### config.mk
export PLATFORM = sky130hd
export DESIGN_NAME = text_string_glyph_quad_generator_core
export DESIGN_NICKNAME = d
export VERILOG_FILES = /design/src/sv/tsgq_pkg.sv /design/src/sv/text_string_glyph_quad_generator_core.sv /design/src/sv/tsgq_front.sv /design/src/sv/tsgq_queue.sv /design/src/sv/tsgq_back.sv
export SDC_FILE = /design/constraint.sdc
export NUM_CORES = 1
export LEC_CHECK = 0
export CAP_MARGIN = 15
export CORE_AREA = 3 3 170 213
export DETAILED_ROUTE_END_ITERATION = 16
export DIE_AREA = 0 0 173 216
export DONT_BUFFER_PORTS = 1
export PLACE_DENSITY = 0.6
export SYNTH_ARGS = -nofsm -noshare
export SYNTH_HDL_FRONTEND = slang
export SYNTH_SLANG_ARGS = --single-unit
### constraint.sdc
create_clock -name clk -period 11.6 [get_ports clk]
set_input_delay 0.58 -clock clk [delete_from_list [all_inputs] [get_ports clk]]
set_output_delay 0.58 -clock clk [all_outputs]
set_load 0.01 [all_outputs]
### src/sv/tsgq_pkg.sv
// tsgq_pkg: shared types, constants and helpers for the glyph quad generator
// used by tsgq_front, tsgq_queue, tsgq_back and the top level; no dependencies
package tsgq_pkg;

  localparam int GLYPH_W   = 8;
  localparam int GLYPH_H   = 8;
  localparam int SCALE_MAX = 16;
  localparam int ADV_W     = $clog2(GLYPH_W * SCALE_MAX + 1);
  localparam int HGT_W     = $clog2(GLYPH_H * SCALE_MAX + 1);

  localparam int QDEPTH = 2;  // power of two, pointers wrap by truncation
  localparam int QPTR_W = (QDEPTH > 1) ? $clog2(QDEPTH) : 1;
  localparam int QCNT_W = $clog2(QDEPTH + 1);

  localparam int CFG_DW = 5;

  localparam logic [7:0] CODE_SPACE    = 8'd32;
  localparam logic [7:0] CODE_NEWLINE  = 8'd10;
  localparam logic [7:0] CODE_NOSHADOW = 8'h83;
  localparam logic [7:0] CODE_HIGH     = 8'h80;
  localparam logic [6:0] LOW7_MASK     = 7'd127;

  typedef enum logic [1:0] {
    ACT_START  = 2'd0,
    ACT_CHAR   = 2'd1,
    ACT_FINISH = 2'd2
  } action_t;

  typedef enum logic [1:0] {
    CFG_SCALE  = 2'd0,
    CFG_SHADOW = 2'd1,
    CFG_GAP    = 2'd2
  } cfg_idx_t;

  typedef struct packed {
    logic [1:0]         action;
    logic signed [15:0] start_x;
    logic signed [15:0] start_y;
    logic [3:0]         style_flags;
    logic [31:0]        draw_color;
    logic [7:0]         char_code;
  } in_item_t;

  typedef struct packed {
    logic               kind;
    logic signed [15:0] quad_x;
    logic signed [15:0] quad_y;
    logic [7:0]         quad_w;
    logic [7:0]         quad_h;
    logic [3:0]         glyph_col;
    logic [3:0]         glyph_row;
    logic [31:0]        quad_color;
    logic               last;
  } out_item_t;

  // one queued job: a glyph with up to two shadows, or a cursor report
  typedef struct packed {
    logic               report;
    logic [1:0]         nshadow;
    logic signed [15:0] x;
    logic signed [15:0] y;
    logic [7:0]         w;
    logic [7:0]         h;
    logic [7:0]         code;
    logic [31:0]        color;
  } desc_t;

  typedef struct packed {
    logic  head_valid;
    desc_t head;
  } q_head_t;

  function automatic logic signed [15:0] sat16(input logic signed [17:0] v);
    if (v > 18'sd32767) begin
      return 16'sh7FFF;
    end else if (v < -18'sd32768) begin
      return 16'sh8000;
    end else begin
      return v[15:0];
    end
  endfunction

endpackage

### src/sv/text_string_glyph_quad_generator_core.sv
// channel | dir | handshake             | payload
// in      | in  | in_valid / in_ready   | in_data (in_item_t)
// out     | out | out_valid / out_ready | out_data (out_item_t)
// cfg     | in  | cfg_valid / cfg_ready | cfg_index, cfg_data
// front takes one item per cycle while the job fifo has room; the back emits
// one quad per cycle unless stalled: a glyph and up to two shadows per character
// a quad is registered in the output register once its job is at the fifo head
// sync active-low reset clears cursor state, fifo and out_valid; presets config
// a stalled output holds its register; the front keeps accepting until the
// fifo fills; start, space and multiline newline items need no back cycles
module text_string_glyph_quad_generator_core import tsgq_pkg::*; (
  input  logic              clk,
  input  logic              rst_n,
  input  logic              in_valid,
  output logic              in_ready,
  input  in_item_t          in_data,
  output logic              out_valid,
  input  logic              out_ready,
  output out_item_t         out_data,
  input  logic              cfg_valid,
  output logic              cfg_ready,
  input  logic [1:0]        cfg_index,
  input  logic [CFG_DW-1:0] cfg_data
);

  logic    q_full;
  logic    q_push;
  logic    q_pop;
  desc_t   q_wdata;
  q_head_t q_hd;

  tsgq_front u_front (
    .clk       (clk),
    .rst_n     (rst_n),
    .in_valid  (in_valid),
    .in_ready  (in_ready),
    .in_data   (in_data),
    .cfg_valid (cfg_valid),
    .cfg_ready (cfg_ready),
    .cfg_index (cfg_index),
    .cfg_data  (cfg_data),
    .q_full    (q_full),
    .q_push    (q_push),
    .q_wdata   (q_wdata)
  );

  tsgq_queue u_queue (
    .clk   (clk),
    .rst_n (rst_n),
    .push  (q_push),
    .wdata (q_wdata),
    .full  (q_full),
    .pop   (q_pop),
    .hd    (q_hd)
  );

  tsgq_back u_back (
    .clk       (clk),
    .rst_n     (rst_n),
    .hd        (q_hd),
    .q_pop     (q_pop),
    .out_valid (out_valid),
    .out_ready (out_ready),
    .out_data  (out_data)
  );

endmodule

### src/sv/tsgq_front.sv
// tsgq_front: accepts items, holds config and cursor state, builds queue jobs
// depends on tsgq_pkg
module tsgq_front import tsgq_pkg::*; (
  input  logic               clk,
  input  logic               rst_n,
  input  logic               in_valid,
  output logic               in_ready,
  input  in_item_t           in_data,
  input  logic               cfg_valid,
  output logic               cfg_ready,
  input  logic [1:0]         cfg_index,
  input  logic [CFG_DW-1:0]  cfg_data,
  input  logic               q_full,
  output logic               q_push,
  output desc_t              q_wdata
);

  logic [4:0]         scale_r, scale_nxt;
  logic [1:0]         shlvl_r, shlvl_nxt;
  logic [3:0]         gap_r, gap_nxt;
  logic signed [15:0] cursor_x_r, cursor_x_nxt;
  logic signed [15:0] cursor_y_r, cursor_y_nxt;
  logic signed [15:0] line_x_r, line_x_nxt;
  logic [3:0]         flags_r, flags_nxt;
  logic [31:0]        color_r, color_nxt;

  logic [4:0]       scale_eff;
  logic [ADV_W-1:0] adv;
  logic [HGT_W-1:0] hgt;
  logic [7:0]       qw, qh;
  logic [7:0]       code_f;
  logic             shadow_en;
  logic             accept;

  assign cfg_ready = 1'b1;
  assign in_ready  = !q_full;
  assign accept    = in_valid && in_ready;

  always_comb begin
    scale_eff = scale_r;
    if (scale_r == 5'd0) begin
      scale_eff = 5'd1;
    end else if (int'(scale_r) > SCALE_MAX) begin
      scale_eff = 5'(SCALE_MAX);
    end
    adv = ADV_W'(GLYPH_W * int'(scale_eff));
    hgt = HGT_W'(GLYPH_H * int'(scale_eff));
    qw  = (int'(adv) > 255) ? 8'hFF : 8'(adv);
    qh  = (int'(hgt) > 255) ? 8'hFF : 8'(hgt);

    code_f = in_data.char_code;
    if (flags_r[1]) begin
      code_f = code_f | CODE_HIGH;
    end
    if (flags_r[2]) begin
      code_f = code_f ^ CODE_HIGH;
    end
    shadow_en = flags_r[3] || (shlvl_r != 2'd0);
  end

  always_comb begin
    scale_nxt    = scale_r;
    shlvl_nxt    = shlvl_r;
    gap_nxt      = gap_r;
    cursor_x_nxt = cursor_x_r;
    cursor_y_nxt = cursor_y_r;
    line_x_nxt   = line_x_r;
    flags_nxt    = flags_r;
    color_nxt    = color_r;
    q_push       = 1'b0;

    q_wdata         = '0;
    q_wdata.x       = cursor_x_r;
    q_wdata.y       = cursor_y_r;
    q_wdata.w       = qw;
    q_wdata.h       = qh;
    q_wdata.code    = code_f;
    q_wdata.color   = code_f[7] ? {color_r[31:24], 24'hFFFFFF} : color_r;
    q_wdata.nshadow = 2'd0;
    if (shadow_en && code_f != CODE_NOSHADOW) begin
      q_wdata.nshadow = (shlvl_r > 2'd1) ? 2'd2 : 2'd1;
    end

    if (cfg_valid && cfg_ready) begin
      case (cfg_index)
        CFG_SCALE:  scale_nxt = cfg_data;
        CFG_SHADOW: shlvl_nxt = cfg_data[1:0];
        CFG_GAP:    gap_nxt   = cfg_data[3:0];
        default:    ;
      endcase
    end

    if (accept) begin
      case (in_data.action)
        ACT_START: begin
          cursor_x_nxt = in_data.start_x;
          cursor_y_nxt = in_data.start_y;
          line_x_nxt   = in_data.start_x;
          flags_nxt    = in_data.style_flags;
          color_nxt    = in_data.draw_color;
        end
        ACT_CHAR: begin
          if (flags_r[0] && in_data.char_code == CODE_NEWLINE) begin
            cursor_y_nxt = sat16(18'(cursor_y_r) + 18'(signed'({1'b0, hgt}))
                                 + 18'(signed'({1'b0, gap_r})));
            cursor_x_nxt = line_x_r;
          end else begin
            q_push       = (in_data.char_code[6:0] != CODE_SPACE[6:0]);
            cursor_x_nxt = sat16(18'(cursor_x_r) + 18'(signed'({1'b0, adv})));
          end
        end
        ACT_FINISH: begin
          q_push  = 1'b1;
          q_wdata = '0;
          q_wdata.report = 1'b1;
          q_wdata.x      = cursor_x_r;
        end
        default: ;
      endcase
    end
  end

  always_ff @(posedge clk) begin
    if (!rst_n) begin
      scale_r    <= 5'd1;
      shlvl_r    <= 2'd0;
      gap_r      <= 4'd1;
      cursor_x_r <= '0;
      cursor_y_r <= '0;
      line_x_r   <= '0;
      flags_r    <= '0;
      color_r    <= '0;
    end else begin
      scale_r    <= scale_nxt;
      shlvl_r    <= shlvl_nxt;
      gap_r      <= gap_nxt;
      cursor_x_r <= cursor_x_nxt;
      cursor_y_r <= cursor_y_nxt;
      line_x_r   <= line_x_nxt;
      flags_r    <= flags_nxt;
      color_r    <= color_nxt;
    end
  end

endmodule

### src/sv/tsgq_queue.sv
// tsgq_queue: small job fifo between front and back
// depends on tsgq_pkg
module tsgq_queue import tsgq_pkg::*; (
  input  logic    clk,
  input  logic    rst_n,
  input  logic    push,
  input  desc_t   wdata,
  output logic    full,
  input  logic    pop,
  output q_head_t hd
);

  desc_t             mem_r [QDEPTH];
  logic [QPTR_W-1:0] wr_ptr_r, wr_ptr_nxt;
  logic [QPTR_W-1:0] rd_ptr_r, rd_ptr_nxt;
  logic [QCNT_W-1:0] cnt_r, cnt_nxt;

  assign full          = (int'(cnt_r) == QDEPTH);
  assign hd.head_valid = (cnt_r != '0);
  assign hd.head       = mem_r[rd_ptr_r];

  always_comb begin
    wr_ptr_nxt = push ? QPTR_W'(int'(wr_ptr_r) + 1) : wr_ptr_r;
    rd_ptr_nxt = pop ? QPTR_W'(int'(rd_ptr_r) + 1) : rd_ptr_r;
    cnt_nxt    = cnt_r;
    if (push && !pop) begin
      cnt_nxt = QCNT_W'(int'(cnt_r) + 1);
    end else if (pop && !push) begin
      cnt_nxt = QCNT_W'(int'(cnt_r) - 1);
    end
  end

  always_ff @(posedge clk) begin
    if (push) begin
      mem_r[wr_ptr_r] <= wdata;
    end
  end

  always_ff @(posedge clk) begin
    if (!rst_n) begin
      wr_ptr_r <= '0;
      rd_ptr_r <= '0;
      cnt_r    <= '0;
    end else begin
      wr_ptr_r <= wr_ptr_nxt;
      rd_ptr_r <= rd_ptr_nxt;
      cnt_r    <= cnt_nxt;
    end
  end

endmodule

### src/sv/tsgq_back.sv
// tsgq_back: expands queued jobs into shadow, glyph and cursor report quads,
// one per cycle unless the output stalls; depends on tsgq_pkg
module tsgq_back import tsgq_pkg::*; (
  input  logic      clk,
  input  logic      rst_n,
  input  q_head_t   hd,
  output logic      q_pop,
  output logic      out_valid,
  input  logic      out_ready,
  output out_item_t out_data
);

  logic [1:0] step_r, step_nxt;
  logic       out_valid_r, out_valid_nxt;
  out_item_t  out_r, out_nxt;
  logic       load;
  logic       final_step;
  logic [1:0] offs;

  assign load       = hd.head_valid && (!out_valid_r || out_ready);
  assign final_step = (step_r == hd.head.nshadow);
  assign q_pop      = load && final_step;
  assign offs       = step_r + 2'd1;

  always_comb begin
    step_nxt      = step_r;
    out_valid_nxt = out_valid_r;
    out_nxt       = out_r;
    if (out_valid_r && out_ready) begin
      out_valid_nxt = 1'b0;
    end
    if (load) begin
      out_valid_nxt      = 1'b1;
      step_nxt           = final_step ? 2'd0 : step_r + 2'd1;
      out_nxt.kind       = hd.head.report;
      out_nxt.quad_w     = hd.head.w;
      out_nxt.quad_h     = hd.head.h;
      out_nxt.glyph_col  = hd.head.code[3:0];
      out_nxt.glyph_row  = hd.head.code[7:4];
      out_nxt.last       = final_step;
      if (final_step) begin
        out_nxt.quad_x     = hd.head.x;
        out_nxt.quad_y     = hd.head.y;
        out_nxt.quad_color = hd.head.color;
      end else begin
        // shadow copies sit one or two pixels down and right, black with alpha
        out_nxt.quad_x     = sat16(18'(hd.head.x) + 18'(signed'({1'b0, offs})));
        out_nxt.quad_y     = sat16(18'(hd.head.y) + 18'(signed'({1'b0, offs})));
        out_nxt.quad_color = {hd.head.color[31:24], 24'h000000};
      end
    end
  end

  always_ff @(posedge clk) begin
    out_r <= out_nxt;
  end

  always_ff @(posedge clk) begin
    if (!rst_n) begin
      step_r      <= '0;
      out_valid_r <= 1'b0;
    end else begin
      step_r      <= step_nxt;
      out_valid_r <= out_valid_nxt;
    end
  end

  assign out_valid = out_valid_r;
  assign out_data  = out_r;

`ifndef SYNTHESIS
  a_report_is_last: assert property (@(posedge clk) disable iff (!rst_n)
    (out_valid_r && out_r.kind) |-> out_r.last)
    else $error("cursor report without last");

  a_step_needs_job: assert property (@(posedge clk) disable iff (!rst_n)
    (step_r != 2'd0) |-> hd.head_valid)
    else $error("mid-job step with empty queue");

  a_step_bounded: assert property (@(posedge clk) disable iff (!rst_n)
    hd.head_valid |-> (step_r <= hd.head.nshadow))
    else $error("step beyond shadow count");

  a_pop_marks_last: assert property (@(posedge clk) disable iff (!rst_n)
    q_pop |=> (out_valid_r && out_r.last))
    else $error("job retired without last result");
`endif

endmodule

==> results of run 1 <==
cell usage after synthesis (30+ instances only):
library cell	instances
o21ai_0	66
clkbuf_1	45
inv_1	35
a21oi_1	116
mux2_2	30
nand2_1	163
nor2b_1	42
mux2i_1	61
edfxtp_1	239
nor2_1	142
dfxtp_1	103
metrics by stage:
step           std cells  area, µm²
4_1_cts             1836      16800
2_1_floorplan       1371      15400
3_3_place_gp        1771      15700
5_1_grt             1836      16800
6_report            1836      16800
3_5_place_dp        1771      15700
cell families (layout without fill, tap and decap cells):
kind of cell | count (synthesis) | in the layout | share of synthesized area, %
AND/OR/NAND/NOR | 454 | 454 | 13.7
flip-flops | 342 | 342 | 60.0
AO/OA/AOI/OAI | 305 | 305 | 12.3
buffers and inverters | 115 | 112 | 3.59
multiplexers | 91 | 91 | 6.16
XOR/XNOR | 30 | 30 | 1.71
adder cells (fa/ha/maj) | 27 | 27 | 2.44
other | 2 | 7 | 0.0488
routing by layer:
layer / vias up / track usage (%) / part of all wire (%)
li1: 4881 / - / -
met1: 4854 / 24.0 / 43
met2: 283 / 30.6 / 48
met3: 53 / 4.12 / 6.3
met4: 0 / 5.95 / 2.7
met5: - / 0 / 0
layout by cell type, fill, tap and decap left out, types with 6 or more instances in the layout:
master,netlist,final
inv_1,35,33
nand3b_1,9,9
conb_1,2,7
o211ai_1,8,8
clkbuf_1,45,10
mux2i_1,61,61
edfxtp_1,239,239
dfxtp_1,103,102
a22oi_1,6,6
nor2b_1,42,41
a31oi_1,10,10
a21o_1,10,10
clkbuf_16,0,37
xnor2_1,21,20
o22ai_1,8,8
o211a_1,6,6
or3_1,7,7
clkinv_1,1,7
nor2_1,142,142
buf_4,13,11
mux2_2,30,30
nand2_1,163,162
or2_2,7,7
a41oi_1,10,10
xor2_1,9,9
nand3_1,17,17
ha_1,22,22
nor3_1,22,22
o21ai_0,66,66
a21oi_1,116,116
o21a_1,14,14
a211oi_1,15,15
worst max path at each step:
stage | startpoint | to | slack (ns) | cells after the start
2_1_floorplan | in_data[77] | u_queue.mem_r[0][0]$_DFFE_PP_ | 6.20 | 6
3_3_place_gp | flip-flop | u_back.out_data[76]$_DFFE_PP_ | 7.43 | 12
3_5_place_dp | flip-flop | u_back.out_data[85]$_DFFE_PP_ | 7.38 | 12
4_1_cts | flip-flop | u_back.out_data[85]$_DFFE_PP_ | 7.39 | 12
5_1_grt | flip-flop | u_back.out_data[87]$_DFFE_PP_ | 6.95 | 12
6_report | flip-flop | u_back.out_data[74]$_DFFE_PP_ | 7.45 | 12
area by class of cell:
type	instances	share of cell area, %
sequential	342	55.0
multi-input combinational	914	33.5
timing repair buffer	11	0.491
inverter	36	0.811
clock buffer	49	5.89
tap	468	3.48
clock inverter	16	0.819
state kept, by name (all words and copies together), names as in the netlist, named ones only:
register / cells
u_front.scale_r: 5
u_front.line_x_r: 16
u_back.step_r: 2
u_back.out_data: 79
u_queue.cnt_r: 2
u_front.flags_r: 4
u_front.cursor_x_r: 16
u_front.cursor_y_r: 16
u_queue.mem_r: 160
u_queue.rd_ptr_r: 1
u_front.gap_r: 4
u_queue.wr_ptr_r: 1
u_back.out_valid: 1
u_front.shlvl_r: 2
u_front.color_r: 32
power groups by stage:
stage,sequential (W),combinational [W],clock (W)
floorplan,0.00162,0.000382,0
global placement,0.00167,0.000457,0
detailed placement,0.00167,0.000465,0
CTS,0.00164,0.000468,0.00114
global route,0.00165,0.000518,0.00119
finish,0.00164,0.000461,0.00111
==> impl_metrics.csv, run 1 <==
group,metric,value,unit
logic_synthesis,syn_avg_cell_area,11.3,µm²
min_path,min_path_type,"in2reg",
floorplanning,die_y,216,µm
layout,nFillCells,3152,
drt,routedWlPerCell,19.1,µm
setup_path,path_buf_inv,2,
setup_path,startpoint_type,"flip-flop",
power_and_ir_drop,power-per-cell-area,191,nW/µm²
global_routing,grt_max_degree,81,
logic_synthesis,ys_warn_count,0,
sta,finalHoldViolations,0,
power_and_ir_drop,p_clk_share,34.5,%
setup_path,critical_path.slowest_cell,"buf_4",
logic_synthesis,synth-seq-area-share,60.0,%
setup_path,worstPathMaxFanout,73,
power_and_ir_drop,switching_share,28.0,%
global_routing,grt-ovfl-total,0,
min_path,hp-start,"rst_n",
floorplanning,rows,76,
min_path,holdPathEnd,"u_front.gap_r[0]$_SDFFE_PN1P_",
setup_path,r2r_slack,7.45,ns
sta,slew_viol_final,0,
floorplanning,coreArea,34400,µm²
power_and_ir_drop,p_switching,0.000898,W
layout,diodes,0,
logic_synthesis,synth-seq-cells,342,
layout,drive_gt1_share,8.70,%
logic_synthesis,synthTopCellsByArea,"edfxtp_1 (47%), dfxtp_1 (13%), nand2_1 (4.0%)",
logic_synthesis,synth_top_area_share,46.6,%
sta,worst_slack,7.45,ns
logic_synthesis,synth_ff_type,"edfxtp_1",
sta,period_share,35.8,%
sta,worst_hold_slack,0.131,ns
sta,relSlewSlack,23.9,%
placed_design,place_hpwl,23200,µm
power_and_ir_drop,leakage,5.69,nW
layout,regArea,9240,µm²
floorplanning,start_util,44.7,%
clock_network,tritoncts,"done",
sta,rsz0062_at_grt,"false",
clock_network,ctsHoldBuffers,0,
global_routing,grt_pass1_vias,9838,
sta,setup_viol,0,
placed_design,portBuffers,0,
sta,clock_skew,0.0164,ns
layout,multi_input_area,5640,µm²
setup_path,worstPathArrival,4.41,ns
layout,final_core_util,48.8,%
clock_network,post_cts_resized,0,
clock_network,cts_root_buf,"clkbuf_16",
status,outcome,"finished clean",
setup_path,path_delay_family,"simple AND/OR/NAND/NOR gates",
drt,via_per_inst,5.49,
global_routing,track_usage,18.4,%
logic_synthesis,synthCells,1366,
setup_path,worstSetupPathType,"reg2reg",
sta,tightest_slew,1.14,ns
setup_path,cp-end-kind,"flip-flop",
logic_synthesis,async_reset_ff_share,0,%
power_and_ir_drop,seqPwrFrac,51.1,%
clock_network,post_cts_buffers,0,
placed_design,place_ws,7.38,ns
logic_synthesis,yosysUniqueCellTypes,77,
clock_network,clkSinkCount,342,
placed_design,place.gp.congestion,0.880,
clock_network,clk_pin_slew,0.06,ns
floorplanning,die_width,173,µm
job,maxCapViolations,0,
logic_synthesis,syn_area,15400,µm²
power_and_ir_drop,intPower,0.00230,W
power_and_ir_drop,finalPower,0.00320,W
drt,ant_nets,0,
clock_network,cts_max_path_buffers,3,
setup_path,reg2reg_to,"u_back.out_data[74]$_DFFE_PP_",
logic_synthesis,synth_enable_flop_cells,239,
floorplanning,ioPinCount,183,
min_path,hold-path-cell-count,1,
sta,fin_crit,4.15,ns
logic_synthesis,yosysTopAreaCell,"edfxtp_1",
setup_path,cp_cell_sequence,"buf_4, mux2i_1, inv_1, ha_1, a21oi_1, nor3_1, nand2_1, nor2_1, nand3_1, nand2b_1, a211oi_1, a21oi_1",
setup_path,rr_worst_depth,12,
global_routing,antenna_found_initial,0,
drt,drt_wl_total,35000,µm
layout,nNetsFinal,1458,
clock_network,cts_buffers,36,
drt,drc,0,
setup_path,cpPeakStageDelay,0.90,ns
drt,drtPass1Iterations,6,
power_and_ir_drop,comb_power_share,14.4,%
floorplanning,die_area,37400,µm²
setup_path,critPathRequiredTime,11.85,ns
power_and_ir_drop,max-vdd-ir-drop,0.105,mV
drt,vias,10071,
drt,dr.first_iter.drc_count,787,
clock_network,cts_htree_levels,2,
clock_network,clkLatencyLatePin,0.53,ns
global_routing,grt_pass1_wl,55300,µm
layout,flow.area_growth_from_synthesis,9.26,%
sta,fmax,0.241,GHz
sta,fin_setup_tns,0,ns
setup_path,cpMostUsedCell,"a21oi_1",
No activity file was read; power rests on OpenSTA's default activity.
==> run 2: changes to the inputs <==
==> constraint.sdc (replaced) <==
create_clock -name clk -period 4 [get_ports clk]
set_input_delay 0.2 -clock clk [delete_from_list [all_inputs] [get_ports clk]]
set_output_delay 0.2 -clock clk [all_outputs]
set_load 0.01 [all_outputs]
==> impl_metrics.csv, run 2 (synthesis results as in run 1) <==
group,metric,value,unit
status,outcome,"finished clean",
min_path,min_path_type,"in2reg",
clock_network,cts_buffers,37,
clock_network,clk_pin_slew,0.06,ns
clock_network,tritoncts,"done",
sta,fmax,0.267,GHz
floorplanning,start_util,44.7,%
drt,drtPass1Iterations,5,
power_and_ir_drop,seqPwrFrac,49.8,%
global_routing,antenna_found_initial,0,
layout,regMostFlops,"u_queue.mem_r",
sta,tightest_slew,1.14,ns
setup_path,worstPathMaxFanout,12,
power_and_ir_drop,comb_power_share,15.3,%
floorplanning,coreArea,34400,µm²
floorplanning,die_y,216,µm
placed_design,portBuffers,0,
setup_path,critPathRequiredTime,4.39,ns
clock_network,clkLatencyLatePin,0.53,ns
power_and_ir_drop,leakage,6.18,nW
sta,setup_viol,0,
layout,largest_reg_flops,160,
placed_design,place.gp.congestion,0.892,
drt,dr.first_iter.drc_count,777,
power_and_ir_drop,p_clk_share,34.8,%
clock_network,clkSinkCount,342,
power_and_ir_drop,switching_share,27.7,%
power_and_ir_drop,power-per-cell-area,529,nW/µm²
drt,via_per_inst,5.37,
clock_network,cts_root_buf,"clkbuf_16",
drt,routedWlPerCell,18.6,µm
power_and_ir_drop,intPower,0.00684,W
drt,vias,10395,
floorplanning,die_area,37400,µm²
floorplanning,die_width,173,µm
setup_path,startpoint_type,"flip-flop",
sta,period_share,93.5,%
setup_path,cp-end-kind,"flip-flop",
drt,drt_wl_total,36100,µm
power_and_ir_drop,max-vdd-ir-drop,0.264,mV
global_routing,grt-ovfl-total,0,
clock_network,cts_max_path_buffers,3,
power_and_ir_drop,p_switching,0.00263,W
sta,relSlewSlack,24.3,%
layout,final_cell_area,17900,µm²
layout,drive_gt1_share,10.1,%
layout,final_common_cell,"edfxtp_1",
sta,finalHoldViolations,0,
placed_design,dp_cells,1787,
clock_network,cts_htree_levels,2,
layout,nNetsFinal,1558,
floorplanning,rows,76,
job,maxCapViolations,0,
floorplanning,ioPinCount,183,
global_routing,grt_max_degree,75,
layout,flow.area_growth_from_synthesis,16.3,%
layout,diodes,0,
layout,fin_cells,1937,
power_and_ir_drop,finalPower,0.00947,W
global_routing,grt_pass1_wl,57000,µm
drt,ant_nets,0,
placed_design,placed_area,15800,µm²
layout,final_cell_mix,"edfxtp_1 (239), nand2_1 (162), nor2_1 (142), a21oi_1 (116), dfxtp_1 (102)",
drt,drc,0,
layout,final_core_util,52.0,%
sta,fin_crit,3.74,ns
global_routing,track_usage,19.0,%
placed_design,place_hpwl,24700,µm
sta,slew_viol_final,0,
sta,clock_skew,0.0236,ns
global_routing,grt_pass1_vias,10356,
setup_path,worstSetupPathType,"reg2reg",
layout,nFillCells,3077,
setup_path,worstPathArrival,4.13,ns
==> run 2: cell types whose count changed in the layout (fill, tap and decap cells not counted), moves of 3 or more <==
| cell | change |
|---|---|
| clkbuf_8 | +4 |
| buf_4 | +14 |
| dlygate4sd3_1 | +82 |
| buf_12 | +3 |
| clkinv_1 | -5 |
| clkinv_2 | +4 |
==> run 2: path summary, 6_finish.rpt <==
check / from / to / slack [ns] / cells past startpoint
worst max-delay path: u_front.scale_r[1]$_SDFFE_PN0P_ / u_front.cursor_y_r[4]$_SDFFE_PN0P_ / 0.26 / 14
worst min-delay path: cfg_valid / u_front.shlvl_r[0]$_SDFFE_PN0P_ / 0.03 / 3
worst max register to register: u_front.scale_r[1]$_SDFFE_PN0P_ / u_front.cursor_y_r[4]$_SDFFE_PN0P_ / 0.26 / 14
worst min register to register: u_front.color_r[29]$_SDFFE_PN0P_ / u_front.color_r[29]$_SDFFE_PN0P_ / 0.45 / 2
==> run 2: power groups by stage <==
stage / combinational, W / sequential (W) / clock, W
global route: 0.00163 / 0.00475 / 0.00353
global placement: 0.00137 / 0.00480 / 0
detailed placement: 0.00139 / 0.00481 / 0
finish: 0.00145 / 0.00472 / 0.00330
CTS: 0.00147 / 0.00473 / 0.00338
floorplan: 0.00111 / 0.00470 / 0
==> run 2: layer usage <==
metal / vias to the layer above / wire (µm) / share of wire [%] / global-route usage, %
li1: 5094 / - / - / -
met4: 0 / 1150 / 3.2 / 6.87
met1: 4999 / 15900 / 44 / 24.2
met3: 61 / 1440 / 4.0 / 3.40
met2: 241 / 17600 / 49 / 32.4
met5: - / 0 / 0 / 0
==> run 2: metrics by stage <==
| stage | setup WS [ns] | hold WS (ns) | setup TNS [ns] |
|---|---|---|---|
| 2_1_floorplan | 0.0625 | 0.325 | 0 |
| 3_3_place_gp | 0.260 | 0.269 | 0 |
| 3_5_place_dp | 0.158 | 0.272 | 0 |
| 4_1_cts | 0.117 | 0.00130 | 0 |
| 5_1_grt | -0.0232 | 0.0279 | -0.0243 |
| 6_report | 0.261 | 0.0273 | 0 |
==> run 2: area by class of cell <==
class	count	area, µm²	area share (%)
inverter	36	136	0.762
multi-input combinational	914	5670	31.7
clock buffer	53	1090	6.08
sequential	342	9240	51.6
timing repair buffer	110	1070	5.97
clock inverter	14	106	0.594
tap	468	586	3.27
==> run 2: critical path, stage by stage, from the launching register on <==
cell	delay [ns]
dfxtp_1	0.32
nor3_1	0.18
nor2_1	0.08
nor2_1	0.15
ha_1	0.24
inv_1	0.07
fa_1	0.41
nand2b_1	0.21
a2111oi_1	0.51
a311oi_2	0.15
nor3b_4	0.29
a41oi_1	0.17
or3_4	0.45
a211oi_1	0.27
o22ai_1	0.12
==> run 2: repair_timing <==
| item | 4_1_cts | 5_1_grt |
|---|---|---|
| endpoints found under the hold margin | 106 | 0 |
| setup endpoints to repair | 0 | 12 |
| hold buffers | 82 | 0 |
| resized for setup | 0 | 6 |
| buffers inserted | 0 | 1 |
==> run 3: changes to the inputs <==
--- a/config.mk
+++ b/config.mk
@@ -10,7 +10,7 @@
 export DETAILED_ROUTE_END_ITERATION = 16
 export DIE_AREA = 0 0 173 216
 export DONT_BUFFER_PORTS = 1
-export PLACE_DENSITY = 0.6
+export PLACE_DENSITY = 0.62
 export SYNTH_ARGS = -nofsm -noshare
 export SYNTH_HDL_FRONTEND = slang
 export SYNTH_SLANG_ARGS = --single-unit
==> constraint.sdc (replaced) <==
create_clock -name clk -period 3.4 [get_ports clk]
set_input_delay 0.17 -clock clk [delete_from_list [all_inputs] [get_ports clk]]
set_output_delay 0.17 -clock clk [all_outputs]
set_load 0.01 [all_outputs]
==> impl_metrics.csv, run 3 (synthesis results as in run 1) <==
group,metric,value,unit
global_routing,grt_pass1_wl,58100,µm
drt,dr_wl_met3,1640,µm
setup_path,cpPeakStageDelay,0.44,ns
drt,vias,10678,
setup_path,path_delay_family,"compound AO/OA/AOI/OAI gates",
global_routing,grt_max_degree,80,
floorplanning,rows,76,
power_and_ir_drop,seqPwrFrac,50.5,%
setup_path,cp-end-kind,"flip-flop",
job,maxCapViolations,0,
sta,fin_crit,3.39,ns
setup_path,startpoint_type,"flip-flop",
global_routing,antenna_found_initial,0,
placed_design,place.gp.congestion,0.847,
layout,diodes,0,
setup_path,crit_path_end,"u_front.cursor_y_r[1]$_SDFFE_PN0P_",
floorplanning,coreArea,34400,µm²
floorplanning,start_util,44.7,%
power_and_ir_drop,comb_power_share,16.3,%
floorplanning,die_width,173,µm
placed_design,placed_area,16100,µm²
layout,largest_reg_flops,160,
layout,flow.area_growth_from_synthesis,19.7,%
sta,setup_viol,0,
power_and_ir_drop,p_clk_share,33.2,%
layout,nNetsFinal,1596,
global_routing,grt-ovfl-total,0,
sta,period_share,99.7,%
global_routing,track_usage,19.3,%
setup_path,worstPathMaxFanout,8,
setup_path,rr_worst_depth,16,
layout,drive_gt1_share,14.7,%
drt,dr.max_layer_used,"met4",
clock_network,tritoncts,"done",
placed_design,portBuffers,0,
sta,fmax,0.295,GHz
power_and_ir_drop,p_switching,0.00315,W
setup_path,worstSetupPathType,"reg2reg",
drt,wl_met2,17800,µm
power_and_ir_drop,switching_share,28.6,%
layout,final_cell_mix,"edfxtp_1 (239), nand2_1 (162), nor2_1 (140), a21oi_1 (114), dfxtp_1 (100)",
floorplanning,die_y,216,µm
layout,final_cell_area,18400,µm²
clock_network,clkLatencyLatePin,0.53,ns
clock_network,clk_pin_slew,0.06,ns
layout,fin_cells,1974,
drt,dr.first_iter.drc_count,741,
drt,ant_nets,0,
floorplanning,ioPinCount,183,
power_and_ir_drop,max-vdd-ir-drop,0.469,mV
setup_path,path_depth,16,
sta,finalHoldViolations,0,
clock_network,clkSinkCount,342,
global_routing,grt_pass1_vias,10566,
setup_path,r2r_slack,0.01,ns
setup_path,regToRegStartpoint,"u_front.scale_r[3]$_SDFFE_PN0P_",
sta,rsz0062_at_grt,"true",
drt,drtPass1Iterations,5,
floorplanning,die_area,37400,µm²
setup_path,cp_cell_sequence,"nor3_2, nor2_1, nor2_2, ha_2, inv_2, fa_2, nand2b_4, a2111oi_4, a311oi_4, nor3b_4, buf_4, a41oi_2, o21a_4, buf_12, o311ai_2, a21oi_1",
setup_path,crit_path_start,"u_front.scale_r[3]$_SDFFE_PN0P_",
drt,drc,0,
drt,wl_met1,16700,µm
power_and_ir_drop,leakage,6.37,nW
sta,relSlewSlack,27.1,%
clock_network,cts_root_buf,"clkbuf_16",
drt,drt_wl_total,37100,µm
drt,via_per_inst,5.41,
sta,tightest_slew,1.09,ns
setup_path,path_buf_inv,3,
clock_network,cts_max_path_buffers,3,
drt,routedWlPerCell,18.8,µm
sta,slew_viol_final,0,
placed_design,place_hpwl,24400,µm
status,outcome,"finished clean",
sta,clock_skew,0.0238,ns
power_and_ir_drop,power-per-cell-area,597,nW/µm²
power_and_ir_drop,intPower,0.00786,W
setup_path,worstPathArrival,3.80,ns
setup_path,critPathRequiredTime,3.81,ns
setup_path,critical_path.slowest_cell,"a2111oi_4",
layout,regMostFlops,"u_queue.mem_r",
min_path,min_path_type,"in2reg",
placed_design,dp_cells,1818,
clock_network,cts_htree_levels,2,
layout,final_common_cell,"edfxtp_1",
clock_network,cts_buffers,35,
sta,worst_hold_slack,0.0207,ns
setup_path,reg2reg_to,"u_front.cursor_y_r[1]$_SDFFE_PN0P_",
[run 3: cell types whose count changed in the layout (fill, tap and decap cells not counted), moves of 8 or more]
cell | before | now
a211oi_2 | 2 | 11
o21ai_1 | 1 | 9
a211oi_1 | 15 | 6
o21ai_0 | 66 | 58
buf_4 | 25 | 57
[run 3: worst min path at each step]
stage | startpoint | cells after the start | slack, ns | endpoint
final | in_data[69] | 4 | 0.02 | u_front.cursor_x_r[9]$_SDFFE_PN0P_
after floorplan | cfg_data[0] | 2 | 0.30 | u_front.gap_r[0]$_SDFFE_PN1P_
after global routing | cfg_index[1] | 3 | 0.02 | u_front.scale_r[3]$_SDFFE_PN0P_
after CTS | cfg_index[1] | 3 | 0.001 | u_front.scale_r[3]$_SDFFE_PN0P_
after detailed placement | rst_n | 1 | 0.24 | u_front.scale_r[0]$_SDFFE_PN1P_
after global placement | rst_n | 1 | 0.24 | u_front.gap_r[0]$_SDFFE_PN1P_
[run 3: through the flow]
stage	power, W	setup TNS, ns	setup slack (ns)	util [%]
after global routing	0.0115	-1.83	-0.180	53.5
after CTS	0.0111	0	0.0225	53.0
after detailed placement	0.00734	-3.27	-0.294	46.8
final	0.0110	0	0.00964	53.5
after floorplan	0.00686	-2.10	-0.287	-
after global placement	0.00730	-2.60	-0.231	46.8
[run 3: timing repair]
action                                  in CTS  in global routing
setup buffers                                4                  1
hold buffers                                84                  0
cloned                                       1                  2
resized for setup                           28                 43
pin swaps                                    7                 28
hold endpoints to repair                   107                  0
endpoints found under the setup margin      15                 33
[run 3: power by group through the flow]
stage          Sequential (W)  Clock (W)  Combinational [W]
2_1_floorplan         0.00552          0            0.00134
3_3_place_gp          0.00564          0            0.00166
3_5_place_dp          0.00565          0            0.00169
4_1_cts               0.00556    0.00375            0.00180
5_1_grt               0.00559    0.00392            0.00201
6_report              0.00556    0.00365            0.00179
[run 3: final cells by class]
cell class | instances | area (µm²)
Clock inverter | 20 | 145
Timing Repair Buffer | 148 | 1400
Fill cell | 3033 | 16000
Multi-Input combinational cell | 916 | 5970
Inverter | 36 | 139
Sequential cell | 342 | 9250
Tap cell | 468 | 586
Clock buffer | 44 | 941
[run 3: per-layer routing]
layer / track usage [%] / vias up
met3: 3.34 / 61
met4: 5.87 / 0
met1: 25.7 / 5178
met5: 0 / -
met2: 32.5 / 275
li1: - / 5164
[run 3: worst min-delay path, delay by kind of cell]
kind | cells | cell delay, ns
compound gates | 4 | 0.36
